[src/rtl/upd_pkg.sv]
// Package for the URL percent decoder: character codes, escape phase type,
// beat structs and the digit decode function. No dependencies.
`default_nettype none

package upd_pkg;

  // Character codes
  localparam logic [7:0] CH_PLUS    = 8'h2B;
  localparam logic [7:0] CH_PERCENT = 8'h25;
  localparam logic [7:0] CH_SPACE   = 8'h20;
  localparam logic [7:0] CH_ZERO    = 8'h30;
  localparam logic [7:0] CH_NINE    = 8'h39;
  localparam logic [7:0] CH_LOWER_A = 8'h61;
  localparam logic [7:0] CH_LOWER_Z = 8'h7A;
  localparam logic [7:0] CH_UPPER_A = 8'h41;
  localparam logic [7:0] CH_UPPER_Z = 8'h5A;
  localparam logic [5:0] LETTER_BASE = 6'd10;

  // Field widths and register reset
  localparam int unsigned BYTE_W  = 8;
  localparam int unsigned COUNT_W = 13;
  localparam int unsigned DIGIT_W = 6;
  localparam logic [COUNT_W-1:0] CAPACITY_RESET = 13'd128;

  // Escape sequence progress
  typedef enum logic [1:0] {
    PH_PLAIN  = 2'd0,
    PH_FIRST  = 2'd1,
    PH_SECOND = 2'd2
  } phase_t;

  // One input beat
  typedef struct packed {
    logic [BYTE_W-1:0] in_byte;
    logic              is_final;
  } in_beat_t;

  // One result beat
  typedef struct packed {
    logic               out_valid;
    logic [BYTE_W-1:0]  out_byte;
    logic [COUNT_W-1:0] decoded_count;
    logic               string_done;
    logic               truncated;
  } out_beat_t;

  // Decoded escape digit
  typedef struct packed {
    logic               ok;
    logic [DIGIT_W-1:0] val;
  } digit_t;

  // Map '0'-'9' to 0-9 and letters of either case to 10-35
  function automatic digit_t digit_value(input logic [BYTE_W-1:0] c);
    digit_t d;
    logic [BYTE_W-1:0] off;
    d   = '0;
    off = '0;
    if (c >= CH_ZERO && c <= CH_NINE) begin
      off   = c - CH_ZERO;
      d.ok  = 1'b1;
      d.val = off[DIGIT_W-1:0];
    end else if (c >= CH_LOWER_A && c <= CH_LOWER_Z) begin
      off   = c - CH_LOWER_A;
      d.ok  = 1'b1;
      d.val = off[DIGIT_W-1:0] + LETTER_BASE;
    end else if (c >= CH_UPPER_A && c <= CH_UPPER_Z) begin
      off   = c - CH_UPPER_A;
      d.ok  = 1'b1;
      d.val = off[DIGIT_W-1:0] + LETTER_BASE;
    end
    return d;
  endfunction

endpackage

`default_nettype wire

[src/rtl/upd_if.sv]
// Valid/ready channel interfaces for the URL percent decoder.
// Depends on upd_pkg for field widths.
`default_nettype none

interface upd_in_if;
  logic                          valid;
  logic                          ready;
  logic [upd_pkg::BYTE_W-1:0]    in_byte;
  logic                          is_final;

  modport source (output valid, output in_byte, output is_final, input ready);
  modport sink   (input valid, input in_byte, input is_final, output ready);
endinterface

interface upd_out_if;
  logic                          valid;
  logic                          ready;
  logic                          out_valid;
  logic [upd_pkg::BYTE_W-1:0]    out_byte;
  logic [upd_pkg::COUNT_W-1:0]   decoded_count;
  logic                          string_done;
  logic                          truncated;

  modport source (output valid, output out_valid, output out_byte, output decoded_count,
                  output string_done, output truncated, input ready);
  modport sink   (input valid, input out_valid, input out_byte, input decoded_count,
                  input string_done, input truncated, output ready);
endinterface

`default_nettype wire

[src/rtl/upd_in_stage.sv]
// Input register of the URL percent decoder: captures one beat from the
// input channel. Depends on upd_pkg and upd_in_if.
`default_nettype none

module upd_in_stage (
  input  wire logic              clk,
  input  wire logic              rst,
  upd_in_if.sink                 in_ch,
  input  wire logic              advance,
  output upd_pkg::in_beat_t      beat,
  output logic                   beat_valid
);

  // Take a new beat when empty or when the held one moves on
  assign in_ch.ready = !beat_valid || advance;

  // Track occupancy
  always_ff @(posedge clk) begin
    if (rst) begin
      beat_valid <= 1'b0;
    end else if (in_ch.ready) begin
      beat_valid <= in_ch.valid;
    end
  end

  // Hold the payload
  always_ff @(posedge clk) begin
    if (in_ch.valid && in_ch.ready) begin
      beat.in_byte  <= in_ch.in_byte;
      beat.is_final <= in_ch.is_final;
    end
  end

endmodule

`default_nettype wire

[src/rtl/upd_decode.sv]
// Decode stage of the URL percent decoder: escape state, output count and
// the result register. Depends on upd_pkg and upd_out_if.
`default_nettype none

module upd_decode (
  input  wire logic                        clk,
  input  wire logic                        rst,
  input  wire logic [upd_pkg::COUNT_W-1:0] capacity,
  input  wire upd_pkg::in_beat_t           beat,
  input  wire logic                        beat_valid,
  output logic                             advance,
  upd_out_if.source                        out_ch
);

  upd_pkg::phase_t                 phase, phase_next;
  logic [upd_pkg::DIGIT_W-1:0]     held, held_next;
  logic                            held_ok, held_ok_next;
  logic [upd_pkg::COUNT_W-1:0]     count, count_next;
  logic [upd_pkg::COUNT_W-1:0]     count_upd;
  logic                            emit;
  logic [upd_pkg::BYTE_W-1:0]      ob;
  upd_pkg::digit_t                 dig;
  upd_pkg::out_beat_t              res, res_next;
  logic                            res_valid;

  // Move the held beat on when the result register is free or draining
  assign advance = beat_valid && (!res_valid || out_ch.ready);
  assign dig     = upd_pkg::digit_value(beat.in_byte);

  // Work out emission and the escape state for the held byte
  always_comb begin
    phase_next   = phase;
    held_next    = held;
    held_ok_next = held_ok;
    emit         = 1'b0;
    ob           = '0;
    if (count < capacity) begin
      case (phase)
        upd_pkg::PH_FIRST: begin
          if (beat.is_final) begin
            phase_next = upd_pkg::PH_PLAIN;
            emit       = (beat.in_byte != upd_pkg::CH_PERCENT);
            ob         = (beat.in_byte == upd_pkg::CH_PLUS) ? upd_pkg::CH_SPACE
                                                            : beat.in_byte;
          end else begin
            held_ok_next = dig.ok;
            held_next    = dig.val;
            phase_next   = upd_pkg::PH_SECOND;
          end
        end
        upd_pkg::PH_SECOND: begin
          emit         = dig.ok && held_ok;
          ob           = {held[3:0], 4'b0000} | {2'b00, dig.val};
          phase_next   = upd_pkg::PH_PLAIN;
          held_next    = '0;
          held_ok_next = 1'b0;
        end
        default: begin
          phase_next = upd_pkg::PH_PLAIN;
          if (beat.in_byte == upd_pkg::CH_PERCENT) begin
            if (!beat.is_final) begin
              phase_next = upd_pkg::PH_FIRST;
            end
          end else begin
            emit = 1'b1;
            ob   = (beat.in_byte == upd_pkg::CH_PLUS) ? upd_pkg::CH_SPACE : beat.in_byte;
          end
        end
      endcase
    end
    count_upd  = count + {{(upd_pkg::COUNT_W-1){1'b0}}, emit};
    count_next = count_upd;
    // Drop all string state after the final byte
    if (beat.is_final) begin
      phase_next   = upd_pkg::PH_PLAIN;
      held_next    = '0;
      held_ok_next = 1'b0;
      count_next   = '0;
    end
    res_next.out_valid     = emit;
    res_next.out_byte      = emit ? ob : '0;
    res_next.decoded_count = count_upd;
    res_next.string_done   = beat.is_final;
    res_next.truncated     = (count_upd >= capacity);
  end

  // Advance string state
  always_ff @(posedge clk) begin
    if (rst) begin
      phase   <= upd_pkg::PH_PLAIN;
      held    <= '0;
      held_ok <= 1'b0;
      count   <= '0;
    end else if (advance) begin
      phase   <= phase_next;
      held    <= held_next;
      held_ok <= held_ok_next;
      count   <= count_next;
    end
  end

  // Result register occupancy
  always_ff @(posedge clk) begin
    if (rst) begin
      res_valid <= 1'b0;
    end else if (advance) begin
      res_valid <= 1'b1;
    end else if (out_ch.ready) begin
      res_valid <= 1'b0;
    end
  end

  // Result payload
  always_ff @(posedge clk) begin
    if (advance) begin
      res <= res_next;
    end
  end

  assign out_ch.valid         = res_valid;
  assign out_ch.out_valid     = res.out_valid;
  assign out_ch.out_byte      = res.out_byte;
  assign out_ch.decoded_count = res.decoded_count;
  assign out_ch.string_done   = res.string_done;
  assign out_ch.truncated     = res.truncated;

  // A final byte leaves the block in plain mode with a cleared count
  a_final_clears: assert property (@(posedge clk) disable iff (rst)
    advance && beat.is_final |=> phase == upd_pkg::PH_PLAIN && count == '0 && !held_ok)
    else $error("string state not cleared after final byte");

  // The count moves by the emitted bit within a string
  a_count_step: assert property (@(posedge clk) disable iff (rst)
    advance && !beat.is_final |=> count == $past(count) + {{(upd_pkg::COUNT_W-1){1'b0}},
                                                          $past(emit)})
    else $error("count step does not match emission");

  // An emitted byte always carries a nonzero count
  a_emit_count: assert property (@(posedge clk) disable iff (rst)
    out_ch.valid && out_ch.out_valid |-> out_ch.decoded_count != '0)
    else $error("emitted byte with zero count");

  // A stalled result is not overwritten
  a_no_overrun: assert property (@(posedge clk) disable iff (rst)
    res_valid && !out_ch.ready |-> !advance)
    else $error("result register overwritten while stalled");

endmodule

`default_nettype wire

[src/rtl/url_percent_decoder_top.sv]
// Top level of the URL percent decoder: capacity register, input stage
// and decode stage. Depends on upd_pkg, upd_if, upd_in_stage, upd_decode.
//
//   channel   dir  payload                                           beat
//   in_ch     in   in_byte[7:0], is_final                             valid & ready
//   out_ch    out  out_valid, out_byte[7:0], decoded_count[12:0],
//                  string_done, truncated                             valid & ready
//   cfg       in   cfg_wr_data[12:0] (output_capacity)                cfg_wr_en
//
// One beat per cycle in and out while out_ch is ready; a result passes through
// the input register, then the result register, before it is presented.
// The escape state and count update in the decode stage when the result register loads.
// Reset is synchronous and active high; capacity resets to 128.
// A stall on out_ch fills the result register, then the input register,
// after which in_ch.ready drops.
`default_nettype none

module url_percent_decoder_top (
  input  wire logic                        clk,
  input  wire logic                        rst,
  input  wire logic                        cfg_wr_en,
  input  wire logic [upd_pkg::COUNT_W-1:0] cfg_wr_data,
  upd_in_if.sink                           in_ch,
  upd_out_if.source                        out_ch
);

  logic [upd_pkg::COUNT_W-1:0] capacity;
  upd_pkg::in_beat_t           beat;
  logic                        beat_valid;
  logic                        advance;

  // Capacity register
  always_ff @(posedge clk) begin
    if (rst) begin
      capacity <= upd_pkg::CAPACITY_RESET;
    end else if (cfg_wr_en) begin
      capacity <= cfg_wr_data;
    end
  end

  upd_in_stage u_in (
    .clk        (clk),
    .rst        (rst),
    .in_ch      (in_ch),
    .advance    (advance),
    .beat       (beat),
    .beat_valid (beat_valid)
  );

  upd_decode u_dec (
    .clk        (clk),
    .rst        (rst),
    .capacity   (capacity),
    .beat       (beat),
    .beat_valid (beat_valid),
    .advance    (advance),
    .out_ch     (out_ch)
  );

endmodule

`default_nettype wire
[src/flat_wrapper.sv]
// flat-port wrapper written by rule: the top's interface ports become plain ports
module url_percent_decoder_top_flat 
  (clk, rst, cfg_wr_en, cfg_wr_data, in_ch_valid, in_ch_in_byte, in_ch_is_final, in_ch_ready, out_ch_valid, out_ch_out_valid, out_ch_out_byte, out_ch_decoded_count, out_ch_string_done, out_ch_truncated, out_ch_ready);
  upd_in_if in_ch_i ();
  upd_out_if out_ch_i ();
  input  wire logic clk;
  input  wire logic rst;
  input  wire logic cfg_wr_en;
  input  wire logic [upd_pkg::COUNT_W-1:0] cfg_wr_data;
  input wire logic [$bits(in_ch_i.valid)-1:0] in_ch_valid;
  input wire logic [$bits(in_ch_i.in_byte)-1:0] in_ch_in_byte;
  input wire logic [$bits(in_ch_i.is_final)-1:0] in_ch_is_final;
  output wire logic [$bits(in_ch_i.ready)-1:0] in_ch_ready;
  output wire logic [$bits(out_ch_i.valid)-1:0] out_ch_valid;
  output wire logic [$bits(out_ch_i.out_valid)-1:0] out_ch_out_valid;
  output wire logic [$bits(out_ch_i.out_byte)-1:0] out_ch_out_byte;
  output wire logic [$bits(out_ch_i.decoded_count)-1:0] out_ch_decoded_count;
  output wire logic [$bits(out_ch_i.string_done)-1:0] out_ch_string_done;
  output wire logic [$bits(out_ch_i.truncated)-1:0] out_ch_truncated;
  input wire logic [$bits(out_ch_i.ready)-1:0] out_ch_ready;
  assign in_ch_i.valid = in_ch_valid;
  assign in_ch_i.in_byte = in_ch_in_byte;
  assign in_ch_i.is_final = in_ch_is_final;
  assign in_ch_ready = in_ch_i.ready;
  assign out_ch_valid = out_ch_i.valid;
  assign out_ch_out_valid = out_ch_i.out_valid;
  assign out_ch_out_byte = out_ch_i.out_byte;
  assign out_ch_decoded_count = out_ch_i.decoded_count;
  assign out_ch_string_done = out_ch_i.string_done;
  assign out_ch_truncated = out_ch_i.truncated;
  assign out_ch_i.ready = out_ch_ready;
  url_percent_decoder_top u_core (.clk(clk), .rst(rst), .cfg_wr_en(cfg_wr_en), .cfg_wr_data(cfg_wr_data), .in_ch(in_ch_i), .out_ch(out_ch_i));
endmodule
[config.mk]
export PLATFORM = sky130hd
export DESIGN_NAME = url_percent_decoder_top_flat
export DESIGN_NICKNAME = d
export VERILOG_FILES = /design/src/rtl/upd_pkg.sv /design/src/rtl/upd_if.sv /design/src/rtl/upd_in_stage.sv /design/src/rtl/upd_decode.sv /design/src/rtl/url_percent_decoder_top.sv /design/src/flat_wrapper.sv
export SDC_FILE = /design/constraint.sdc
export NUM_CORES = 1
export LEC_CHECK = 0
export BUFFER_PORTS_ARGS = -buffer_cell sky130_fd_sc_hd__buf_2
export CAP_MARGIN = 10
export CORE_MARGIN = 3
export CORE_UTILIZATION = 50
export DETAILED_ROUTE_END_ITERATION = 8
export PLACE_DENSITY = 0.75
export SETUP_SLACK_MARGIN = 0.4
export SLEW_MARGIN = 5
export SYNTH_ARGS = -nofsm -noshare
export SYNTH_HDL_FRONTEND = slang
export SYNTH_SLANG_ARGS = --single-unit
[constraint.sdc]
create_clock -name clk -period 3.7 [get_ports clk]
set_input_delay 0.37 -clock clk [delete_from_list [all_inputs] [get_ports clk]]
set_output_delay 0.37 -clock clk [all_outputs]
set_load 0.1 [all_outputs]
# Word-level counts from Yosys, hierarchy flattened
# Cells that the tools add are included.
[classes]
n_addsub = 6
order_cmp = 8
eq_ne = 5
mux = 24
bitwise_logic = 1
reduce_logical = 16
[op_table]
columns = ["cell", "count"]
rows = [
  ["8-bit two-way mux", 3],
  ["7-bit two-way mux", 3],
  ["8-bit by 6-bit == test with 1-bit output, second input constant", 2],
  ["8-bit by 7-bit greater-or-equal comparator with 1-bit output, second input constant", 2],
  ["8-bit by 7-bit less-or-equal comparator with 1-bit output, second input constant", 2],
  ["8-bit one-hot mux with 2 select lines", 1],
  ["13-bit by 1-bit adder with 13-bit output", 1],
  ["13-bit greater-or-equal comparator", 1],
  ["13-bit < comparator", 1],
  ["13-bit two-way mux", 1],
  ["6-bit by 4-bit adder with 6-bit output, second input constant", 2],
  ["6-bit subtractor, second input constant", 2],
  ["8-bit by 6-bit greater-or-equal comparator with 1-bit output, second input constant", 1],
  ["8-bit by 6-bit less-or-equal comparator with 1-bit output, second input constant", 1],
  ["1-bit two-way mux", 8],
  ["4-bit two-way mux", 2],
  ["8-bit by 6-bit != test with 1-bit output, second input constant", 1],
  ["8-bit by 6-bit OR with 8-bit output", 1],
  ["4-bit one-hot mux with 2 select lines", 1],
  ["1-bit logical AND", 6],
  ["6-bit by 1-bit subtractor with 6-bit output, second input constant", 1],
  ["2-bit two-way mux", 2],
  ["1-bit one-hot mux with 2 select lines", 2],
  ["2-bit one-hot mux with 2 select lines", 1],
  ["8 further kinds", 12],
]
[word_totals]
reg_bits = 68
in_bits = 27
output_inout_bits = 26

# Depth between registers and ports, before layout
# Gate-level depths: netlist (run 1).
[depth]
word_depth = 10
ltp_mapped = 20
ltp_nobuf = 20

# By module
# Synthesis (run 1) repeated with hierarchy kept, for this count alone.
[unflattened]
hier_cells = 395
area_unflattened_um2 = 3892.5
[modules_own_cells]
columns = ["mod", "instances", "cells_per_inst", "area_per_inst_um2", "seq_area_each_um2"]
rows = [
  ["upd_decode", 1, 339, 3090.5, 1141.1],
  ["url_percent_decoder_top", 1, 42, 476.7, 260.2],
  ["upd_in_stage", 1, 14, 325.3, 290.3],
]

# Worst setup path after synthesis (run 1)
# Ideal clock, no wire load.
[synth_timing]
kind = "register -> register"
start = "reg, netlist name u_core.u_in.beat[1]"
end = "reg u_core.u_dec.res (netlist bit u_core.u_dec.out_ch.truncated), data pin"
setup_time_ns = 0.263
arrival_time_ns = 3.833
required_time_ns = 3.437
slack_ns = -0.396
path_stages_with_launch = 21
path_cell_list = "edfxtp_1 inv_1 ha_1 nor4b_1 nor2b_1 o221ai_1 a31oi_1 o21ai_2 inv_1 ha_1 ha_1 nand3_1 nor2_1 and3_1 xor2_1 ha_1 nand4_1 a21oi_1 a211o_1 a21oi_1 o21ai_0"
[synth_rtl]
columns = ["item", "line", "rtl"]
rows = [
  ["end signal: assignment", "upd_decode.sv:116", "res <= res_next;"],
  ["end: declaration", "upd_decode.sv:23", "upd_pkg::out_beat_t res, res_next;"],
]

==> metrics, run 1 <==
status=completed; synthesis-stage register bit count=between 60 and 70; P per Cell Area=374 nW/um2; Final WS setup=35.0 ps; final setup TNS=0 ps; CORE AREA=7330 um2; Cell Count Post-Placement=roughly 560; Max Slew Vio Count=0; Die Ht=just over 90 um; async set-reset flop share out of synthesis=0%; htree depth=3; initial antenna violation count=0; die width=93.2 um; cell mode on critical path=ha_4; f_max=approximately 270 MHz; crit path capture type=register; syn_nets=455; GPL Wtd Cong=around 0.9; most area-hungry cell type in the Yosys netlist=edfxtp_1; synth unique cells=51; DP HPWL=between 6 and 7 mm; critical path type=reg2reg; clk buf depth=2; crit path launch type=register; DR vias=roughly 3200; first-pass GRT wire length=15.1 mm; CTS root buf=clkbuf_8; I/O Buffers=52; CTS tree=done; Post-Syn Area=3800 um2; slowest stage delay, CP=450 ps; Post-synth EDFFs=33; Pre-antenna DRT Iters=7; Lkg Pwr=about 2.1 nW; period utilisation layout=between 90% and 100%; ys flop type=dfxtp_1; clk slew on worst S/H paths=70 ps; register area share after synthesis=~44%; WP data arrival=3870 ps; final hold vios=0; Syn Area/Cell=9.78 um2; Total GRT Usage=22.6%; CP bufs+invs=3; hold_buf cts=0; final wirelength=between 9 and 10 mm; Final Total Pwr=1.84 mW; Finished Layout Cells=585; RSZ-0062 raised after global routing=yes; worst hold path class=in2reg; Post-layout nets=547; TritonCTS Buffers=9; post-synth top area share=26.1%; DR iter-0 viols=172; Period minus WS final=around 3700 ps; CP top delay family=compound AO/OA/AOI/OAI gates; ANT nets after route=0; area delta synth->final=29.0%; Vias per Instance=approximately 5.5; Setup Skew=a little over 10 ps; Cells after Synth=389; pin count of the biggest net entering global routing=33; Critical Path RT=3900 ps; dpl ws=-204 ps; Wirelength per Cell=15.8 um; GRT overflow=0; MaxCap Viol Count=0; # DRC=0; Synth warnings=0; I/O pin cnt=53; vias in the first global route=3086; worst vdd ir=0.326 mV; Cell Chain, Critical Path=inv_2 -> ha_4 -> nor4b_4 -> nor2b_1 -> o221ai_2 -> a31oi_2 -> o21ai_2 -> inv_2 -> ha_4 -> ha_4 -> nand3_4 -> nor2_4 -> and3_4 -> xor2_2 -> ha_1 -> nand4_1 -> buf_4 -> o41ai_4 -> a31oi_1 -> o21ai_1; # setup viols final=0; share of cells above drive strength 1=roughly 30%; Worst Tran Pin Value=703 ps; Worst-Skew Late Latency=350 ps; worst-path cell with the longest stage delay=edfxtp_1; Clock Sinks=slightly below 70; Initial Utilization=51.9%; Max FO, Critical Path=4; Total Die Area=8690 um2; Ant. Diodes=0; Hold Slack=197 ps; Slew HR=53.0%; Rows=31; top cells by area, synth=edfxtp_1, dfxtp_1, ha_1, a21oi_1, nor2_1
==> synthesized netlist by cell type (all sizes together), types with 2 or more instances <==
master,count
a211oi,3
a21o,4
a21oi,27
a22oi,8
a31oi,11
a32oi,2
and2,4
and3,5
buf,4
clkbuf,10
dfxtp,35
edfxtp,33
ha,39
inv,30
mux2i,12
nand2,19
nand2b,5
nand3,12
nand3b,5
nand4,7
nor2,36
nor2b,9
nor3,3
nor3b,3
o211ai,3
o21ai,22
o22ai,4
o31a,2
or3,5
xnor2,6
xor2,7
==> sequential cells by signal, summed over array words and instances (netlist names) <==
| register | cells |
|---|---|
| u_core.capacity | 13 |
| u_core.u_dec.count | 13 |
| u_core.u_dec.held | 4 |
| u_core.u_dec.held_ok | 1 |
| u_core.u_dec.out_ch.decoded_count | 13 |
| u_core.u_dec.out_ch.out_byte | 8 |
| u_core.u_dec.out_ch.out_valid | 1 |
| u_core.u_dec.out_ch.string_done | 1 |
| u_core.u_dec.out_ch.truncated | 1 |
| u_core.u_dec.out_ch.valid | 1 |
| u_core.u_dec.phase | 2 |
| u_core.u_in.beat | 9 |
| u_core.u_in.beat_valid | 1 |
==> power by group <==
| group | leakage (nW) | internal [mW] | switching (mW) |
|---|---|---|---|
| registers | 0.591 | 0.819 | 0.0159 |
| logic | 1.37 | 0.0859 | 0.203 |
| clock network | 0.121 | 0.437 | 0.276 |
==> worst paths after layout <==
check	start	end	slack (ps)	depth (start not counted)
worst max register to register	u_core.u_in.beat[1]$_DFFE_PP_	u_core.u_dec.out_ch.truncated$_DFFE_PP_	30	20
worst max-delay path	u_core.u_in.beat[1]$_DFFE_PP_	u_core.u_dec.out_ch.truncated$_DFFE_PP_	30	20
worst min-delay path	in_ch_in_byte[5]	u_core.u_in.beat[6]$_DFFE_PP_	200	1
worst min register to register	u_core.u_dec.held[2]$_SDFFE_PP0P_	u_core.u_dec.held[2]$_SDFFE_PP0P_	480	2
==> metrics by stage <==
| stage | util, % | instance area [um2] |
|---|---|---|
| 2_1_floorplan | - | 3910 |
| 3_3_place_gp | 60.8 | 4460 |
| 3_5_place_dp | 60.8 | 4460 |
| 4_1_cts | 66.5 | 4870 |
| 5_1_grt | 66.9 | 4910 |
| 6_report | 66.9 | 4910 |
==> placed cells by master, fill, tap and decap left out, types with 12 or more instances in the layout <==
master / instances
buf_4: 43
o21ai_0: 17
a21oi_1: 24
inv_1: 25
ha_1: 33
nand2_1: 19
buf_2: 52
dfxtp_1: 34
nor2_1: 34
edfxtp_1: 33
mux2i_1: 12
==> layer usage <==
metal / up-vias / GRT usage [%] / wire length (um)
met3: 14 / 4.26 / 675
li1: 1596 / - / -
met1: 1470 / 32.6 / 4320
met2: 117 / 33.2 / 4090
met5: - / 0 / 0
met4: 0 / 9.04 / 180
==> what timing repair did <==
item                       4_1_cts  5_1_grt
setup buffers                   12        1
pin swaps                       18        3
resized for setup               16        4
setup endpoints to repair        1        1
==> final cells by class <==
class	count	area (um2)
clock inverters	4	70.1
flip-flops and latches	68	1690
multi-input cells	277	2160
inverters	30	113
repair buffers	95	583
well taps	99	124
fillers	591	2420
clock buffers	12	166
==> cells by family (layout without fill, tap and decap cells) <==
group           after synthesis  count (layout)  synth area share, %
compound gates               95              95                 15.5
simple gates                118             118                 16.5
xor+xnor                     13              13                 2.99
buf+inv                      44             141                 4.57
flops                        68              68                 44.5
fa+ha+maj                    39              39                 12.8
mux                          12              12                 3.16
Power figures use the tool's default switching activity.
==> run 2, diff against run 1 <==
--- a/config.mk
+++ b/config.mk
@@ -10,9 +10,8 @@
 export CORE_MARGIN = 3
 export CORE_UTILIZATION = 50
 export DETAILED_ROUTE_END_ITERATION = 8
-export PLACE_DENSITY = 0.75
+export PLACE_DENSITY = 0.72
 export SETUP_SLACK_MARGIN = 0.4
-export SLEW_MARGIN = 5
 export SYNTH_ARGS = -nofsm -noshare
 export SYNTH_HDL_FRONTEND = slang
 export SYNTH_SLANG_ARGS = --single-unit
==> constraint.sdc (replaced) <==
create_clock -name clk -period 4.2 [get_ports clk]
set_input_delay 0.42 -clock clk [delete_from_list [all_inputs] [get_ports clk]]
set_output_delay 0.42 -clock clk [all_outputs]
set_load 0.1 [all_outputs]
==> run 2 against run 1 <==
  * Combinational power fell by 16%
  * Worst hold slack improved by 49 ps
  * Sequential cell count did not move
  * Largest cell class unchanged
  * Clock-buffer cell count rose by 1
  * Critical path depth did not move
  * Clock skew rose by 0.67 ps
==> metrics, run 2 (synthesized netlist as in run 1, its figures left out) <==
status=completed; CORE AREA=7330 um2 (unchanged); fillers=610 (+3.2%); Max FO, Critical Path=5 (+1); WP data arrival=3950 ps (+80 ps); Critical Path RT=4290 ps (+390 ps); Lkg Pwr=1.95 nW (-6.8%); # DRC=0 (unchanged); GRT overflow=0 (unchanged); Pre-antenna DRT Iters=5 (-2); Reg-to-Reg Start=u_core.u_in.beat[1]$_DFFE_PP_; Final Total Pwr=1.46 mW (-21%); Ant. Diodes=0 (unchanged); highest-count cells in the layout ignoring fill and taps=buf_2, ha_1, dfxtp_1; CTS root buf=clkbuf_8; most common cell after layout, fill and taps aside=buf_2; Clock Sinks=68 (unchanged); hold wc startpoint=in_ch_in_byte[1]; RSZ-0062 raised after global routing=yes; P per Cell Area=314 nW/um2 (-16%); share of cells above drive strength 1=24.8% (-5.0 points); Total GRT Usage=20.9% (-1.7 points); Die Ht=93.2 um (unchanged); critical path type=reg2reg; initial antenna violation count=0 (unchanged); first-pass GRT wire length=14.2 mm (-6.3%); Wirelength per Cell=15.4 um (-2.7%); crit path launch type=register; Reg area=1690 um2 (about the same); Multi-input gate area=2090 um2 (-3.2%); Worst Tran Pin Value=642 ps (-61.3 ps); Worst Setup SP=u_core.u_in.beat[1]$_DFFE_PP_; f_max=259 MHz (-4.9%); DP HPWL=6.20 mm (-6.0%); worst hold path class=in2reg; Setup Skew=11.1 ps (+0.674 ps); DR vias=3189 (-0.25%); CTS tree=done; I/O Buffers=52 (unchanged); ANT nets after route=0 (unchanged); period utilisation layout=91.8% (-7.3 points); clk buf depth=2 (unchanged); TritonCTS Buffers=9 (unchanged); # setup viols final=0 (unchanged); Total Die Area=8690 um2 (unchanged); final wirelength=8.74 mm (-5.7%); crit path capture type=register; Vias per Instance=5.62 (+2.9%); area delta synth->final=21.9%; worst vdd ir=0.171 mV (-48%); clk slew on worst S/H paths=70 ps (about the same); Worst-Skew Late Latency=350 ps (about the same); DR iter-0 viols=219 (+27%); I/O pin cnt=53 (unchanged); final hold vios=0 (unchanged); die width=93.2 um (unchanged); Max Slew Vio Count=0 (unchanged); Rows=31 (unchanged); Post-layout nets=529 (-3.3%); vias in the first global route=2984 (-3.3%); Period minus WS final=3850 ps (+190 ps); Slew HR=57.2% (+4.3 points); pin count of the biggest net entering global routing=33 (unchanged); final setup TNS=0 ps (unchanged); MaxCap Viol Count=0 (unchanged); htree depth=3 (unchanged); GPL Wtd Cong=0.916 (+2.6%); Initial Utilization=51.9% (unchanged)
## run 2: cell types whose count changed in the layout (fill, tap and decap cells not counted), sizes merged
cell,previous run,this run
buf,95,77
bufinv,2,0
clkbuf,12,13
clkinv,2,3
## run 2: worst max-delay path, stage by stage (launching register included)
cell      delay, ps
edfxtp_1        460
buf_6           160
ha_4            160
nor4b_4         270
nor2b_1          90
o221ai_2        210
a31oi_2         150
o21ai_2         200
inv_2            80
ha_4            170
ha_4            190
nand3_4         110
nor2_4           70
and3_4          190
xor2_2          150
ha_1            330
nand4_1         140
a21oi_2          50
a211o_1         240
a21oi_2         130
o21ai_2          60
## run 2: metrics by stage
stage | hold slack [ps] | instance area [um2] | util [%] | setup WS [ps] | instances
after detailed placement | 461 | 4260 | 58.1 | 30.8 | 537
after floorplan | 445 | 3850 | - | 428 | 389
after global placement | 461 | 4260 | 58.1 | 197 | 537
after global routing | 228 | 4640 | 63.3 | 108 | 567
after CTS | 236 | 4590 | 62.6 | 408 | 566
final | 246 | 4640 | 63.3 | 345 | 567
## run 2: routing by layer
layer | routed length, um | track usage, % | up-vias
li1 | - | - | 1552
met3 | 524 | 4.59 | 24
met4 | 213 | 9.52 | 0
met2 | 3880 | 31.0 | 119
met1 | 4120 | 29.1 | 1494
met5 | 0 | 0 | -
## run 2: final timing paths
| path | to | slack [ps] | cells after the start |
|---|---|---|---|
| hold reg to reg | u_core.u_dec.held[0]$_SDFFE_PP0P_ | 470 | 2 |
| hold / removal | u_core.u_in.beat[2]$_DFFE_PP_ | 250 | 1 |
| setup reg to reg | u_core.u_dec.out_ch.truncated$_DFFE_PP_ | 350 | 20 |
| setup / recovery | u_core.u_dec.out_ch.truncated$_DFFE_PP_ | 350 | 20 |
## run 2: cell type report
class,count,area share (%)
clock buffer,13,3.43
multi-input combinational,277,45.0
sequential,68,36.5
tap,99,2.67
inverter,30,2.43
clock inverter,3,0.243
timing repair buffer,77,9.74
## run 2: where the power goes
part,leakage (nW),switching (mW),total (mW),internal (mW)
logic,1.27,0.173,0.244,0.0707
clock network,0.0862,0.234,0.476,0.241
registers,0.591,0.0155,0.737,0.722
## run 2: what timing repair did
action / 4_1_cts / 5_1_grt
pin swaps: 9 / 10
setup endpoints to repair: 1 / 1
hold buffers: 0 / 0
gates resized for setup: 12 / 9
buffers inserted: 13 / 1
